## config.mk

```make
export PLATFORM = sky130hd
export DESIGN_NAME = sliding_window_sender_fast_retransmit_unit
export DESIGN_NICKNAME = d
export VERILOG_FILES = /design/src/swfr_pkg.sv /design/src/swfr_ctrl.sv /design/src/swfr_dp.sv /design/src/sliding_window_sender_fast_retransmit_unit.sv
export SDC_FILE = /design/constraint.sdc
export NUM_CORES = 1
export LEC_CHECK = 0
export BUFFER_PORTS_ARGS = -buffer_cell sky130_fd_sc_hd__buf_2
export CAP_MARGIN = 20
export CORE_MARGIN = 3
export CORE_UTILIZATION = 30
export DETAILED_ROUTE_END_ITERATION = 7
export HOLD_SLACK_MARGIN = 0.08
export SYNTH_ARGS = -nofsm -noshare
export SYNTH_HDL_FRONTEND = slang
export SYNTH_HIERARCHICAL = 1
export SYNTH_SLANG_ARGS = --single-unit
export TNS_END_PERCENT = 30
```

## constraint.sdc

```tcl
create_clock -name i_clk -period 8.8 [get_ports i_clk]
set_input_delay 0.44 -clock i_clk [delete_from_list [all_inputs] [get_ports i_clk]]
set_output_delay 0.44 -clock i_clk [all_outputs]
set_load 0.1 [all_outputs]
```

## src/swfr_pkg.sv

```systemverilog
// Package: shared constants, beat types and controller/datapath interface types.
`default_nettype none

package swfr_pkg;

    // window size and derived widths
    localparam int WINDOW  = 3;
    localparam int SEQ_MOD = WINDOW + 1;
    localparam int SEQ_W   = $clog2(SEQ_MOD);
    localparam int CNT_W   = $clog2(WINDOW + 1);
    localparam int IDX_W   = (WINDOW > 1) ? $clog2(WINDOW) : 1;
    localparam int PAY_W   = 32;

    // opcodes
    localparam logic [1:0] OP_SEND    = 2'd0;
    localparam logic [1:0] OP_ACK     = 2'd1;
    localparam logic [1:0] OP_TIMEOUT = 2'd2;

    // result kinds
    localparam logic [2:0] KIND_TX_NEW  = 3'd0;
    localparam logic [2:0] KIND_REFUSED = 3'd1;
    localparam logic [2:0] KIND_RETX    = 3'd2;
    localparam logic [2:0] KIND_ACK_OK  = 3'd3;
    localparam logic [2:0] KIND_ACK_BAD = 3'd4;
    localparam logic [2:0] KIND_EMPTY   = 3'd5;

    // timer actions
    localparam logic [1:0] TMR_NONE    = 2'd0;
    localparam logic [1:0] TMR_START   = 2'd1;
    localparam logic [1:0] TMR_STOP    = 2'd2;
    localparam logic [1:0] TMR_RESTART = 2'd3;

    typedef struct packed {
        logic [1:0]       opcode;
        logic [PAY_W-1:0] payload_word;
        logic [SEQ_W-1:0] ack_number;
        logic             ack_checksum_ok;
    } t_in_beat;

    typedef struct packed {
        logic [2:0]       result_kind;
        logic [SEQ_W-1:0] seq_number;
        logic [PAY_W-1:0] packet_payload;
        logic [1:0]       timer_action;
        logic             last_of_run;
    } t_out_beat;

    typedef enum logic [2:0] {
        DP_NONE,
        DP_SEND,
        DP_REFUSE,
        DP_DROP,
        DP_ACK,
        DP_RESEND
    } t_dp_op;

    // controller -> datapath
    typedef struct packed {
        t_dp_op           op;
        logic [IDX_W-1:0] idx;
        logic [1:0]       timer;
        logic             last;
        logic             clr_dup;
    } t_dp_cmd;

    // datapath -> controller
    typedef struct packed {
        logic [1:0]       opcode;
        logic             send_full;
        logic             ack_ok;
        logic             dup_fire;
        logic [CNT_W-1:0] count;
    } t_dp_status;

    // sequence increment modulo SEQ_MOD (operand < SEQ_MOD)
    function automatic logic [SEQ_W-1:0] seq_add(input logic [SEQ_W-1:0] a,
                                                 input logic [SEQ_W:0]   k);
        logic [SEQ_W:0] s;
        s = {1'b0, a} + k;
        if (s >= (SEQ_W+1)'(SEQ_MOD)) begin
            s = s - (SEQ_W+1)'(SEQ_MOD);
        end
        return s[SEQ_W-1:0];
    endfunction

endpackage

`default_nettype wire

```

## src/swfr_ctrl.sv

```systemverilog
// Controller: decodes the latched beat and sequences datapath commands.
`default_nettype none

module swfr_ctrl
    import swfr_pkg::*;
(
    input  wire logic       i_clk,
    input  wire logic       i_rst_n,
    input  wire logic       i_accept,
    input  wire t_dp_status i_status,
    output t_dp_cmd         o_cmd,
    output logic            o_busy
);

    typedef enum logic [1:0] {
        ST_IDLE,
        ST_DECIDE,
        ST_RESEND
    } t_state;

    t_state           r_state;
    t_dp_cmd          r_cmd;
    logic [IDX_W-1:0] r_idx;

    logic             w_first_last;
    logic             w_idx_last;

    // first packet of a resend is also the last when at most one is buffered
    assign w_first_last = (i_status.count <= CNT_W'(1));
    assign w_idx_last   = ((CNT_W'(r_idx) + CNT_W'(1)) == i_status.count);

    always_ff @(posedge i_clk) begin
        if (!i_rst_n) begin
            r_state <= ST_IDLE;
            r_cmd   <= '{op: DP_NONE, default: '0};
            r_idx   <= '0;
        end else begin
            r_cmd <= '{op: DP_NONE, default: '0};
            case (r_state)
                ST_IDLE: begin
                    if (i_accept) begin
                        r_state <= ST_DECIDE;
                    end
                end
                ST_DECIDE: begin
                    r_state <= ST_IDLE;
                    case (i_status.opcode)
                        OP_SEND: begin
                            r_cmd.op <= i_status.send_full ? DP_REFUSE : DP_SEND;
                        end
                        OP_ACK: begin
                            if (!i_status.ack_ok) begin
                                r_cmd.op <= DP_DROP;
                            end else if (i_status.dup_fire) begin
                                r_cmd.op      <= DP_RESEND;
                                r_cmd.idx     <= '0;
                                r_cmd.timer   <= TMR_NONE;
                                r_cmd.last    <= w_first_last;
                                r_cmd.clr_dup <= 1'b1;
                                r_idx         <= IDX_W'(1);
                                if (!w_first_last) begin
                                    r_state <= ST_RESEND;
                                end
                            end else begin
                                r_cmd.op <= DP_ACK;
                            end
                        end
                        OP_TIMEOUT: begin
                            r_cmd.op    <= DP_RESEND;
                            r_cmd.idx   <= '0;
                            r_cmd.timer <= TMR_RESTART;
                            r_cmd.last  <= w_first_last;
                            r_idx       <= IDX_W'(1);
                            if (!w_first_last) begin
                                r_state <= ST_RESEND;
                            end
                        end
                        default: begin
                            r_cmd.op <= DP_NONE;
                        end
                    endcase
                end
                ST_RESEND: begin
                    r_cmd.op    <= DP_RESEND;
                    r_cmd.idx   <= r_idx;
                    r_cmd.timer <= TMR_NONE;
                    r_cmd.last  <= w_idx_last;
                    r_idx       <= r_idx + IDX_W'(1);
                    if (w_idx_last) begin
                        r_state <= ST_IDLE;
                    end
                end
                default: begin
                    r_state <= ST_IDLE;
                end
            endcase
        end
    end

    assign o_cmd  = r_cmd;
    assign o_busy = (r_state != ST_IDLE);

endmodule

`default_nettype wire

```

## src/swfr_dp.sv

```systemverilog
// Datapath: window store, sequence/ack state and result register.
`default_nettype none

module swfr_dp
    import swfr_pkg::*;
(
    input  wire logic     i_clk,
    input  wire logic     i_rst_n,
    input  wire logic     i_accept,
    input  wire t_in_beat i_in_beat,
    input  wire t_dp_cmd  i_cmd,
    output t_dp_status    o_status,
    output logic          o_strobe,
    output t_out_beat     o_out_beat
);

    t_in_beat         r_in;
    logic [SEQ_W-1:0] r_seq [WINDOW];
    logic [PAY_W-1:0] r_pay [WINDOW];
    logic [CNT_W-1:0] r_count;
    logic [SEQ_W-1:0] r_base;
    logic [SEQ_W-1:0] r_next;
    logic [SEQ_W-1:0] r_last_ack;
    logic             r_ack_seen;
    logic [1:0]       r_dup;
    logic             r_strobe;
    t_out_beat        r_out;

    logic             w_found;
    logic [IDX_W-1:0] w_hit;
    logic             w_same_ack;
    logic [1:0]       w_dup_inc;
    logic [SEQ_W-1:0] w_new_base;
    logic [SEQ_W-1:0] n_seq [WINDOW];
    logic [PAY_W-1:0] n_pay [WINDOW];

    // first buffered entry matching the ack number
    always_comb begin
        w_found = 1'b0;
        w_hit   = '0;
        for (int i = 0; i < WINDOW; i++) begin
            if (!w_found && (CNT_W'(i) < r_count) && (r_seq[i] == r_in.ack_number)) begin
                w_found = 1'b1;
                w_hit   = IDX_W'(i);
            end
        end
    end

    // store contents after dropping entries 0..hit
    always_comb begin
        for (int j = 0; j < WINDOW; j++) begin
            n_seq[j] = r_seq[j];
            n_pay[j] = r_pay[j];
            for (int s = 0; s < WINDOW; s++) begin
                if (w_found && (s == j + int'(w_hit) + 1)) begin
                    n_seq[j] = r_seq[s];
                    n_pay[j] = r_pay[s];
                end
            end
        end
    end

    assign w_same_ack = r_ack_seen && (r_last_ack == r_in.ack_number);
    assign w_dup_inc  = r_dup + 2'd1;
    assign w_new_base = seq_add(r_in.ack_number, (SEQ_W+1)'(1));

    assign o_status.opcode    = r_in.opcode;
    assign o_status.send_full = (seq_add(r_base, (SEQ_W+1)'(WINDOW)) == r_next)
                                || (r_count >= CNT_W'(WINDOW));
    assign o_status.ack_ok    = r_in.ack_checksum_ok;
    assign o_status.dup_fire  = w_same_ack && (w_dup_inc == 2'd2);
    assign o_status.count     = r_count;

    always_ff @(posedge i_clk) begin
        if (i_accept) begin
            r_in <= i_in_beat;
        end
    end

    // window store, no reset: only written entries are read
    always_ff @(posedge i_clk) begin
        case (i_cmd.op)
            DP_SEND: begin
                r_seq[r_count[IDX_W-1:0]] <= r_next;
                r_pay[r_count[IDX_W-1:0]] <= r_in.payload_word;
            end
            DP_ACK: begin
                for (int j = 0; j < WINDOW; j++) begin
                    r_seq[j] <= n_seq[j];
                    r_pay[j] <= n_pay[j];
                end
            end
            default: begin
            end
        endcase
    end

    always_ff @(posedge i_clk) begin
        if (!i_rst_n) begin
            r_count    <= '0;
            r_base     <= '0;
            r_next     <= '0;
            r_last_ack <= '0;
            r_ack_seen <= 1'b0;
            r_dup      <= '0;
            r_strobe   <= 1'b0;
        end else begin
            r_strobe <= 1'b0;
            case (i_cmd.op)
                DP_SEND: begin
                    r_count  <= r_count + CNT_W'(1);
                    r_next   <= seq_add(r_next, (SEQ_W+1)'(1));
                    r_strobe <= 1'b1;
                end
                DP_REFUSE, DP_DROP: begin
                    r_strobe <= 1'b1;
                end
                DP_ACK: begin
                    if (w_same_ack) begin
                        r_dup <= w_dup_inc;
                    end else begin
                        r_last_ack <= r_in.ack_number;
                        r_ack_seen <= 1'b1;
                        r_dup      <= '0;
                    end
                    if (w_found) begin
                        r_count <= r_count - (CNT_W'(w_hit) + CNT_W'(1));
                    end
                    r_base   <= w_new_base;
                    r_strobe <= 1'b1;
                end
                DP_RESEND: begin
                    if (i_cmd.clr_dup) begin
                        r_dup <= '0;
                    end
                    r_strobe <= 1'b1;
                end
                default: begin
                end
            endcase
        end
    end

    // result payload register
    always_ff @(posedge i_clk) begin
        r_out <= '0;
        r_out.last_of_run <= 1'b1;
        case (i_cmd.op)
            DP_SEND: begin
                r_out.result_kind    <= KIND_TX_NEW;
                r_out.seq_number     <= r_next;
                r_out.packet_payload <= r_in.payload_word;
                r_out.timer_action   <= (r_base == r_next) ? TMR_START : TMR_NONE;
            end
            DP_REFUSE: begin
                r_out.result_kind <= KIND_REFUSED;
            end
            DP_DROP: begin
                r_out.result_kind <= KIND_ACK_BAD;
            end
            DP_ACK: begin
                r_out.result_kind  <= KIND_ACK_OK;
                r_out.timer_action <= (w_new_base == r_next) ? TMR_STOP : TMR_RESTART;
            end
            DP_RESEND: begin
                r_out.timer_action <= i_cmd.timer;
                if (r_count == '0) begin
                    r_out.result_kind <= KIND_EMPTY;
                end else begin
                    r_out.result_kind    <= KIND_RETX;
                    r_out.seq_number     <= r_seq[i_cmd.idx];
                    r_out.packet_payload <= r_pay[i_cmd.idx];
                    r_out.last_of_run    <= i_cmd.last;
                end
            end
            default: begin
            end
        endcase
    end

    assign o_strobe   = r_strobe;
    assign o_out_beat = r_out;

endmodule

`default_nettype wire

```

## src/sliding_window_sender_fast_retransmit_unit.sv

```systemverilog
// Top level: go-back-N sender with fast retransmit, controller plus datapath.
`default_nettype none

// Go-back-N sender, window of WINDOW packets, sequence numbers modulo
// WINDOW+1. A command beat is taken when start is high and busy is low;
// each result beat is shown for one cycle with o_strobe high and must be
// taken then, as the receiver has no way to stall. The command beat is
// registered, then the controller's command, then the result beat. Send,
// ack and dropped-ack commands give one result and busy is high for one
// cycle. A timeout or fast retransmit walks the window store one entry per
// cycle, with busy held until the last entry is issued (one result of kind
// "nothing buffered" when empty); no new command is taken while busy is
// high.
// Opcode 3 is a no-op: taken, no result. Timer action rides on the first
// result of a run only; last_of_run marks the final one. No clearing pass
// after reset: the window store is read only where it has been written.

module sliding_window_sender_fast_retransmit_unit
    import swfr_pkg::*;
(
    input  wire logic     i_clk,
    input  wire logic     i_rst_n,
    input  wire logic     start,
    input  wire t_in_beat i_in_beat,
    output logic          busy,
    output logic          o_strobe,
    output t_out_beat     o_out_beat
);

    logic       w_accept;
    t_dp_cmd    w_cmd;
    t_dp_status w_status;

    assign w_accept = start && !busy;

    // sequencing: decide, then one command per result beat
    swfr_ctrl u_ctrl (
        .i_clk    (i_clk),
        .i_rst_n  (i_rst_n),
        .i_accept (w_accept),
        .i_status (w_status),
        .o_cmd    (w_cmd),
        .o_busy   (busy)
    );

    // window state and registered result beat
    swfr_dp u_dp (
        .i_clk      (i_clk),
        .i_rst_n    (i_rst_n),
        .i_accept   (w_accept),
        .i_in_beat  (i_in_beat),
        .i_cmd      (w_cmd),
        .o_status   (w_status),
        .o_strobe   (o_strobe),
        .o_out_beat (o_out_beat)
    );

endmodule

`default_nettype wire

```

==> results by group, run 1 <==
Setup path
  • Critical Path RT: between 8000 and 9000 ps
  • R2R Path Start: u_dp/r_count[1]
  • Reg2Reg Setup Slack: ~5700 ps
  • Crit path DAT: 3270 ps
  • Crit start category: register
  • Cells on worst reg2reg path: 6
  • R2r endpoint: u_dp/r_pay[0][20]
  • Worst Setup SP: u_dp/r_count[1]
  • Element type at the critical path end: register
  • Setup CP Type: reg2reg
  • Critical path endpoint: u_dp/r_pay[0][20]
  • Largest fanout on the critical path: 36

Synthesis
  • Post-Syn Nets: roughly 970
  • Post-synth ARST share: 0%
  • Seq cells post-synth: ~240
  • Adder-cell share of the synthesized area: under 10%
  • Largest family of logic cells by synthesized area: simple AND/OR/NAND/NOR gates
  • Yosys cell types: 57
  • Post-Synth XOR/XNOR Area: 1.397%
  • Post-Synth Simple-Gate Area: between 10% and 20%
  • Cells after synthesis: around 900
  • Sequential area share after synthesis: 61.30%
  • Multiplexer area fraction after synthesis: roughly 7.5%
  • Post-synthesis instance area: roughly 11,000 µm²
  • Synth Area in Compound Gates: 9.107%
  • Yosys warns: 6
  • Post-synth EDFFs: 173
  • Syn_area_per_cell: approximately 12 µm²
  • Main flop type after synthesis: edfxtp_1

Finish
  • Sequential Area: around 6500 µm²
  • Layout cells sized above 1: 18.68%
  • P&R area growth vs syn: 17.65%
  • Cell Count, Final, Fillers Out: between 1,000 and 1,500
  • Commonest cells after routing, fill and taps aside: 261 x nand2_1, 173 x edfxtp_1, 81 x buf_2, 70 x a31oi_1, 62 x dfxtp_1
  • Fill cells: roughly 3,400
  • Number of nets in the layout: approximately 1,000
  • Post-layout util: 35.89%
  • Antenna diode count: 0
  • Area of the multi-input gates: between 3000 and 4000 µm²
  • Most common cell after layout, fill and taps aside: nand2_1

Timing
  • Fin Clk Skew: roughly 11 ps
  • Final setup viols: 0
  • Final Cycle Share: between 30% and 40%
  • Max-slew violations: 0
  • Setup_tns: 0 ps
  • Setup WS post-layout: between 5000 and 6000 ps
  • Hold Worst Slack: roughly 95 ps
  • Hold Vio Cnt, Final: 0
  • Slew @ Worst Pin: approximately 1100 ps
  • Final min period: ~3100 ps
  • RSZ-0062 raised after global routing: false
  • Rel. slew slack: between 20% and 30%
  • Fmax: 319.9 MHz

Clock tree
  • Reg clk slew, reported paths: ~60 ps
  • Clk root buf: clkbuf_16
  • CTS tree: yes
  • Clock Tree Buf Depth: 3
  • Clk_lat worst skew: about 530 ps
  • Post_cts resized: 0
  • H-tree levels: 1
  • CTS Buf Count: 25
  • Sink Count: ~240

Place
  • Port bufs: a little over 80
  • Cells after DPL: approximately 1,400
  • Dpl ws: roughly 5700 ps
  • Final HPWL DP: 15.45 mm
  • GPL Wtd Cong: 0.7789

Die
  • Core Region: ~35,000 µm²
  • Io pins: ~80
  • Starting Density: a little under a third
  • Die Wd: between 150 and 200 µm
  • Core Rows: 68
  • Die Span Y: 193.7 µm
  • Die area: approximately 38,000 µm²

Global route
  • Overflow left after global routing: 0
  • Number of global-route vias before repair: about 7,200
  • Largest net degree at the start of global routing: between 100 and 150
  • Met3 usage: under 10%
  • First-pass GRT wire length: a little over 40 mm
  • Initial antenna violation count: 0
  • Total GRT Usage: 13.66%
  • Top Usage Layer GRT: met2
  • Global routing usage on met2: approximately 22%
  • Met1 usage: 19.21%

Drt
  • DRC: 0
  • DRT iter0 DRCs: ~600
  • Post-Route WL: ~27 mm
  • Post-DRT Antenna Nets: 0
  • Via/cell ratio: 5.009
  • Drt first pass iters: 6
  • Wirelength per Cell: approximately 18 µm
  • Vias: ~7,300

Outcome
  • Status: finished clean

Worst hold path
  • WHS Path Cells: 1
  • Hold Crit Class: in2reg

Power
  • Peak VDD IR: around 0.14 mV
  • Pwr dens: 194.3 nW/µm²
  • Leak: ~4.6 nW

Job
  • Max-cap violations: 0
## cell type report
cell class	count	share of cell area (%)
repair buffers	116	6.040
well taps	455	4.580
inverters	16	0.4933
flip-flops and latches	237	52.12
clock buffers	32	5.406
clock inverters	14	1.198
multi-input cells	597	30.16
## worst max-delay path, cell delays in order (launching register included)
cell	delay (ps)
dfxtp_1	640
inv_1	130
ha_1	310
or3_1	400
buf_4	300
nand2_2	160
a22o_2	790
## synth_stat cells, types with 2 or more instances
library cell	number	area [µm²]
nor2b_1	21	131.4
and2_1	10	62.56
nor3_1	3	15.01
inv_1	15	56.30
o21ai_0	13	65.06
nor2_1	61	229.0
o211a_1	3	30.03
o211ai_1	2	15.01
mux4_2	34	765.7
a22o_1	18	157.7
or3_1	2	12.51
o31a_1	2	17.52
dfxtp_1	64	1281
xnor2_1	10	87.58
xor2_1	5	43.79
buf_4	8	60.06
nor4_1	3	18.77
nand2_1	261	979.7
a21oi_1	23	115.1
nand2b_1	3	18.77
ha_1	15	187.7
o21bai_1	2	15.01
edfxtp_1	173	5195
and3_1	7	43.79
clkbuf_1	22	82.58
nand3_1	2	10.01
a31oi_1	70	437.9
a21boi_0	2	15.01
buf_2	29	145.1
## per-layer routing
metal	up-vias	part of all wire (%)
met4	0	2.4
met3	45	6.4
li1	3418	-
met1	3612	45
met2	273	47
met5	-	0
## state kept, by name, indices dropped and copies added, names as in the netlist, 3 cells and up
signal,count
u_dp/o_out_beat,40
u_ctrl/o_cmd,8
u_dp/r_pay,128
u_dp/r_seq,8
u_dp/r_in,34
u_dp/o_status,3
## worst min-delay path by stage
stage,startpoint,end,slack (ps)
floorplan,u_ctrl/o_cmd[1],u_dp/o_out_beat[0],390
global placement,u_dp/r_ack_seen,u_dp/r_ack_seen,440
detailed placement,u_ctrl/o_cmd[1],u_dp/o_out_beat[0],440
CTS,i_in_beat[25],u_dp/r_in[25],80
global route,i_in_beat[21],u_dp/r_in[21],80
finish,i_in_beat[34],u_dp/r_in[34],100
## stage by stage
stage | cell area [µm²] | total power [mW]
3_3_place_gp | 11360 | 1.370
6_report | 12430 | 2.415
3_5_place_dp | 11360 | 1.373
5_1_grt | 12430 | 2.508
4_1_cts | 12350 | 2.443
2_1_floorplan | 10570 | 1.337
## where the power goes
group	switching, mW	internal, mW	total, mW
combinational	0.0708	0.0464	0.117
clock	0.431	0.628	1.06
sequential	0.0197	1.22	1.24
total	0.521	1.89	2.41
## timing repair
item	4_1_cts	5_1_grt
endpoints found under the hold margin	17	3
buffers inserted	0	0
hold buffers	17	3
## cell families (layout without fill, tap and decap cells)
logic type | after synthesis | count (layout)
mux | 36 | 36
flops | 237 | 237
xor+xnor | 16 | 16
compound gates | 145 | 145
buf+inv | 77 | 178
fa+ha+maj | 15 | 15
simple gates | 385 | 385
No activity file was read; power rests on OpenSTA's default activity.
==> inputs of run 2 (changes only) <==
==> constraint.sdc (replaced) <==
create_clock -name i_clk -period 2.65 [get_ports i_clk]
set_input_delay 0.1325 -clock i_clk [delete_from_list [all_inputs] [get_ports i_clk]]
set_output_delay 0.1325 -clock i_clk [all_outputs]
set_load 0.1 [all_outputs]
==> run 2 against run 1 <==
Against the previous run:
- clock skew grew 11 ps
- maximum frequency increased by 37%
- non-clock buffer count grew 32
- worst setup slack got worse by 5300 ps
- first-iteration DRC count up 3.6%
- largest power group unchanged
- design area up 3.7%
- wire length is 1.4% higher
- global-route usage grew 0.40 points
- register-to-register slack got worse by 5300 ps
==> results by group, run 2 (synthesis gave the netlist of run 1 again) <==
Outcome
  • Status: finished clean (unchanged)

Clock tree
  • Post_cts resized: 0 (unchanged)
  • Clk root buf: clkbuf_16 (unchanged)
  • Clock Tree Buf Depth: 3 (unchanged)
  • Clk_lat worst skew: 550 ps (was 530 ps)
  • CTS tree: yes (unchanged)
  • Sink Count: 237 (unchanged)
  • Reg clk slew, reported paths: 60 ps (about the same)
  • CTS Buf Count: 28 (was 25)
  • H-tree levels: 1 (unchanged)

Timing
  • RSZ-0062 raised after global routing: false (unchanged)
  • Slew @ Worst Pin: 596.0 ps (was 1084 ps)
  • Final Cycle Share: 86.28% (was 35.52%)
  • Setup WS post-layout: 363.5 ps (was 5674 ps)
  • Max-slew violations: 0 (unchanged)
  • Fin Clk Skew: 21.92 ps (was 10.69 ps)
  • Final setup viols: 0 (unchanged)
  • Hold Worst Slack: 294.7 ps (was 95.20 ps)
  • Rel. slew slack: 60.19% (was 27.74%)
  • Fmax: 437.3 MHz (was 319.9 MHz)
  • Final min period: 2287 ps (was 3126 ps)
  • Hold Vio Cnt, Final: 0 (unchanged)
  • Setup_tns: 0 ps (unchanged)

Die
  • Die Span Y: 193.7 µm (unchanged)
  • Core Rows: 68 (unchanged)
  • Die Wd: 193.7 µm (unchanged)
  • Io pins: 82 (unchanged)
  • Die area: 37,500 µm² (unchanged)
  • Core Region: 34,630 µm² (unchanged)
  • Starting Density: 30.51% (unchanged)

Setup path
  • Slowest cell on the critical path: or3_1 (was a22o_2)
  • R2R Path Start: u_dp/r_count[0] (was u_dp/r_count[1])
  • Worst path max stage delay: 500 ps (was 790 ps)
  • Setup CP Type: reg2reg (unchanged)
  • Crit path DAT: 2510 ps (was 3270 ps)
  • Largest fanout on the critical path: 34 (was 36)
  • CP Cell Sequence: inv_1, ha_1, or3_1, nand2_2, a22o_2, buf_12 (was inv_1, ha_1, or3_1, buf_4, nand2_2, a22o_2)
  • Crit start category: register (unchanged)
  • Top delay family on crit path: simple AND/OR/NAND/NOR gates (was compound AO/OA/AOI/OAI gates)
  • R2r endpoint: u_dp/r_pay[0][1] (was u_dp/r_pay[0][20])
  • Cells on worst reg2reg path: 6 (unchanged)
  • Reg2Reg Setup Slack: 360 ps (was 5670 ps)
  • Critical Path RT: 2870 ps (was 8950 ps)
  • CP bufs+invs: 2 (unchanged)
  • Element type at the critical path end: register (unchanged)

Power
  • Pwr dens: 645.3 nW/µm² (was 194.3 nW/µm²)
  • Leak: 4.843 nW (was 4.636 nW)
  • Peak VDD IR: 0.4951 mV (was 0.1377 mV)

Drt
  • Post-Route WL: 26.96 mm (was 26.59 mm)
  • Post-DRT Antenna Nets: 0 (unchanged)
  • Wirelength per Cell: 17.91 µm (was 18.13 µm)
  • DRC: 0 (unchanged)
  • DRT iter0 DRCs: 638 (was 616)
  • Via/cell ratio: 4.959 (was 5.009)
  • Vias: 7,463 (was 7,348)
  • Drt first pass iters: 5 (was 6)

Finish
  • Largest Register: u_dp/r_pay (unchanged)
  • Most common cell after layout, fill and taps aside: nand2_1 (unchanged)
  • P&R area growth vs syn: 22.02% (was 17.65%)
  • Number of nets in the layout: 1,083 (was 1,048)
  • Fill cells: 3,334 (was 3,395)
  • Commonest cells after routing, fill and taps aside: 261 x nand2_1, 173 x edfxtp_1, 81 x buf_2, 70 x a31oi_1, 62 x dfxtp_1 (unchanged)
  • Antenna diode count: 0 (unchanged)
  • Largest register FFs: 128 (unchanged)
  • Layout cells sized above 1: 19.52% (was 18.68%)

Place
  • Final HPWL DP: 16.64 mm (was 15.45 mm)
  • Dpl ws: 382.7 ps (was 5699 ps)
  • Port bufs: 81 (unchanged)
  • GPL Wtd Cong: 0.7727 (was 0.7789)

Global route
  • Number of global-route vias before repair: 7,408 (was 7,241)
  • Total GRT Usage: 14.07% (was 13.66%)
  • Overflow left after global routing: 0 (unchanged)
  • First-pass GRT wire length: 42.30 mm (was 41.17 mm)
  • Initial antenna violation count: 0 (unchanged)
  • Largest net degree at the start of global routing: 54 (was 112)

Worst hold path
  • Hold Crit Class: in2reg (unchanged)
  • Hold Crit Start: i_in_beat[9] (was i_in_beat[34])
  • Hold Path Sink: u_dp/r_in[9] (was u_dp/r_in[34])
  • WHS Path Cells: 2 (was 1)

Job
  • Max-cap violations: 0 (unchanged)
-- run 2: worst max-delay path by stage --
stage	from	end	slack, ps	depth (start not counted)
floorplan	u_dp/r_count[1]	u_dp/r_pay[0][0]	-90	6
global placement	u_dp/r_count[0]	u_dp/r_pay[0][10]	430	6
detailed placement	u_dp/r_count[0]	u_dp/r_pay[0][10]	380	6
CTS	u_dp/r_count[0]	u_dp/r_pay[0][1]	370	6
global route	u_dp/r_count[0]	u_dp/r_pay[0][5]	250	6
finish	u_dp/r_count[0]	u_dp/r_pay[0][1]	360	6
-- run 2: routing by layer --
metal	wire [µm]	track usage, %	vias to the layer above
met4	630	3.616	0
met1	12350	20.41	3615
li1	-	-	3505
met3	1818	2.033	54
met5	0	0	-
met2	12170	22.26	289
-- run 2: worst reg2reg max path, delay by kind of cell, from the launching register on --
family	cells	cell delay, ps
simple gates	2	630
flops	1	470
buf+inv	2	370
fa+ha+maj	1	330
compound gates	1	160
-- run 2: area by class of cell --
type	count	area (µm²)	share of cell area [%]
Inverter	16	61.31	0.4756
Multi-Input combinational cell	597	3749	29.08
Clock buffer	37	775.7	6.018
Timing Repair Buffer	148	1119	8.677
Tap cell	455	569.3	4.416
Sequential cell	237	6479	50.26
Clock inverter	15	138.9	1.077
-- run 2: power by group --
part / switching [mW] / internal (mW) / total, mW
logic: 0.236 / 0.179 / 0.415
clock network: 1.53 / 2.26 / 3.79
registers: 0.0679 / 4.05 / 4.12
total: 1.83 / 6.49 / 8.32
-- run 2: timing repair --
| item | CTS | global route |
|---|---|---|
| buffers inserted | 0 | 0 |
| hold endpoints to repair | 55 | 0 |
| hold buffers | 39 | 0 |
-- run 2: metrics by stage --
stage / area (µm²) / utilization [%] / instances / total power [mW]
5_1_grt: 12890 / 37.23 / 1505 / 8.630
3_3_place_gp: 11590 / 33.46 / 1414 / 4.559
4_1_cts: 12890 / 37.23 / 1505 / 8.418
2_1_floorplan: 10580 / - / 911 / 4.439
3_5_place_dp: 11590 / 33.46 / 1414 / 4.569
6_report: 12890 / 37.23 / 1505 / 8.319
==> inputs of run 3 (changes only) <==
--- a/config.mk
+++ b/config.mk
@@ -11,6 +11,7 @@
 export CORE_UTILIZATION = 30
 export DETAILED_ROUTE_END_ITERATION = 7
 export HOLD_SLACK_MARGIN = 0.08
+export PLACE_DENSITY_LB_ADDON = 0.1
 export SYNTH_ARGS = -nofsm -noshare
 export SYNTH_HDL_FRONTEND = slang
 export SYNTH_HIERARCHICAL = 1
==> run 3 against run 2 <==
Against the previous run:
- first-iteration DRC count decreased by 29%
- via count decreased by 0.75%
- utilization increased by 0.33 points
- register-to-register slack about the same
- die area unchanged
==> results by group, run 3 (synthesis gave the netlist of run 1 again) <==
Outcome
  • Status: finished clean (unchanged)

Die
  • Die Wd: 193.7 µm (unchanged)
  • Core Rows: 68 (unchanged)
  • Die Span Y: 193.7 µm (unchanged)
  • Io pins: 82 (unchanged)
  • Core Region: 34,630 µm² (unchanged)
  • Starting Density: 30.51% (unchanged)
  • Die area: 37,500 µm² (unchanged)

Finish
  • Number of nets in the layout: 1,089 (was 1,083)
  • Largest Register: u_dp/r_pay (unchanged)
  • Sequential Area: 6479 µm² (unchanged)
  • Commonest cells after routing, fill and taps aside: 261 x nand2_1, 173 x edfxtp_1, 81 x buf_2, 70 x a31oi_1, 62 x dfxtp_1 (unchanged)
  • Area of the multi-input gates: 3749 µm² (unchanged)
  • Most common cell after layout, fill and taps aside: nand2_1 (unchanged)
  • P&R area growth vs syn: 23.10% (was 22.02%)
  • Cell Count, Final, Fillers Out: 1,511 (was 1,505)
  • Antenna diode count: 0 (unchanged)
  • Largest register FFs: 128 (unchanged)
  • Fill cells: 3,428 (was 3,334)
  • Layout cells sized above 1: 20.55% (was 19.52%)

Setup path
  • Largest fanout on the critical path: 34 (unchanged)
  • CP Cell Sequence: inv_1, ha_1, or3_1, nand2_2, a22o_2, buf_12 (unchanged)
  • Element type at the critical path end: register (unchanged)
  • Crit start category: register (unchanged)
  • Crit path DAT: 2550 ps (was 2510 ps)
  • Slowest cell on the critical path: or3_1 (unchanged)
  • Worst path max stage delay: 510 ps (was 500 ps)
  • Setup CP Type: reg2reg (unchanged)
  • Critical Path RT: 2900 ps (was 2870 ps)

Timing
  • Final setup viols: 0 (unchanged)
  • Hold Vio Cnt, Final: 0 (unchanged)
  • RSZ-0062 raised after global routing: false (unchanged)
  • Max-slew violations: 0 (unchanged)
  • Final Cycle Share: 86.63% (was 86.28%)
  • Rel. slew slack: 66.73% (was 60.19%)
  • Slew @ Worst Pin: 497.8 ps (was 596.0 ps)
  • Final min period: 2296 ps (was 2287 ps)
  • Fin Clk Skew: 10.76 ps (was 21.92 ps)
  • Fmax: 435.6 MHz (was 437.3 MHz)
  • Hold Worst Slack: 280.9 ps (was 294.7 ps)

Global route
  • Largest net degree at the start of global routing: 65 (was 54)
  • Overflow left after global routing: 0 (unchanged)
  • Number of global-route vias before repair: 7,636 (was 7,408)
  • Total GRT Usage: 15.59% (was 14.07%)
  • Initial antenna violation count: 0 (unchanged)
  • First-pass GRT wire length: 46.04 mm (was 42.30 mm)

Power
  • Peak VDD IR: 0.5308 mV (was 0.4951 mV)
  • Pwr dens: 649.5 nW/µm² (was 645.3 nW/µm²)
  • Leak: 4.905 nW (was 4.843 nW)
  • Total power: 8.447 mW (was 8.319 mW)

Place
  • Port bufs: 81 (unchanged)
  • Final HPWL DP: 17.85 mm (was 16.64 mm)
  • Cells after DPL: 1,419 (was 1,414)
  • GPL Wtd Cong: 0.7525 (was 0.7727)

Clock tree
  • Postcts setup bufs: 0 (unchanged)
  • Sink Count: 237 (unchanged)
  • Post_cts resized: 0 (unchanged)
  • Clock Tree Buf Depth: 3 (unchanged)
  • H-tree levels: 1 (unchanged)
  • Clk_lat worst skew: 560 ps (was 550 ps)
  • Clk root buf: clkbuf_16 (unchanged)
  • Reg clk slew, reported paths: 60 ps (about the same)
  • CTS tree: yes (unchanged)
  • CTS Buf Count: 29 (was 28)

Worst hold path
  • Hold Crit Class: in2reg (unchanged)

Drt
  • Wirelength per Cell: 19.27 µm (was 17.91 µm)
  • Via/cell ratio: 4.902 (was 4.959)
  • Vias: 7,407 (was 7,463)
  • Post-Route WL: 29.12 mm (was 26.96 mm)
  • DRC: 0 (unchanged)
  • DRT iter0 DRCs: 456 (was 638)
  • Post-DRT Antenna Nets: 0 (unchanged)
  • Drt first pass iters: 5 (unchanged)

Job
  • Max-cap violations: 0 (unchanged)
[run 3: changes by cell type in the layout (fill, tap and decap cells not counted)]
cell,change
buf_12,+3
buf_4,+2
clkinvlp_4,+1
inv_8,-1
inv_4,-2
clkbuf_8,+3
clkbuf_1,-1
clkinv_2,+5
inv_16,+1
clkinv_4,+1
clkinv_1,-5
clkinv_8,-1
[run 3: where the power goes]
part / internal, mW / switching, mW
Combinational: 0.181 / 0.239
Sequential: 4.05 / 0.0647
Clock: 2.35 / 1.56
[run 3: final timing paths]
kind / slack, ps / cells past startpoint / start / endpoint
worst max-delay path: 350 / 6 / u_dp/r_count[0] / u_dp/r_pay[0][11]
worst max register to register: 350 / 6 / u_dp/r_count[0] / u_dp/r_pay[0][11]
worst min register to register: 420 / 1 / u_ctrl/o_cmd[1] / u_dp/o_out_beat[0]
worst min-delay path: 280 / 2 / i_in_beat[12] / u_dp/r_in[12]
[run 3: per-stage QoR]
step / util (%) / instance area (µm²) / setup TNS, ps / setup slack [ps]
6_report: 37.56 / 13010 / 0 / 354.3
5_1_grt: 37.56 / 13010 / 0 / 224.2
4_1_cts: 37.56 / 13010 / 0 / 347.8
3_5_place_dp: 33.68 / 11660 / 0 / 355.8
3_3_place_gp: 33.68 / 11660 / 0 / 373.8
2_1_floorplan: - / 10580 / -3222 / -94.77
[run 3: metal layers]
metal  up-vias  wire length (µm)  GRT usage (%)  share of wire, %
met3        46              1277          2.624               4.4
met4         0               702          3.777               2.4
li1       3520                 -              -                 -
met5         -                 0              0                 0
met1      3662             13610          22.00                47
met2       179             13530          25.26                46
[run 3: cell type report]
type,instances,area share [%]
Clock inverter,14,1.087
Sequential cell,237,49.81
Clock buffer,39,6.253
Multi-Input combinational cell,597,28.82
Inverter,16,0.4714
Timing Repair Buffer,153,9.177
Tap cell,455,4.377
[run 3: critical path: cells and delay by family, from the launching register on]
kind,cells,cell delay [ps]
AO/OA/AOI/OAI,1,170
adder cells (fa/ha/maj),1,320
buffers and inverters,2,360
flip-flops,1,470
AND/OR/NAND/NOR,2,650
[run 3: repair_timing]
action	CTS	global route
endpoints found under the hold margin	58	0
endpoints found under the setup margin	0	0
hold buffers	39	0
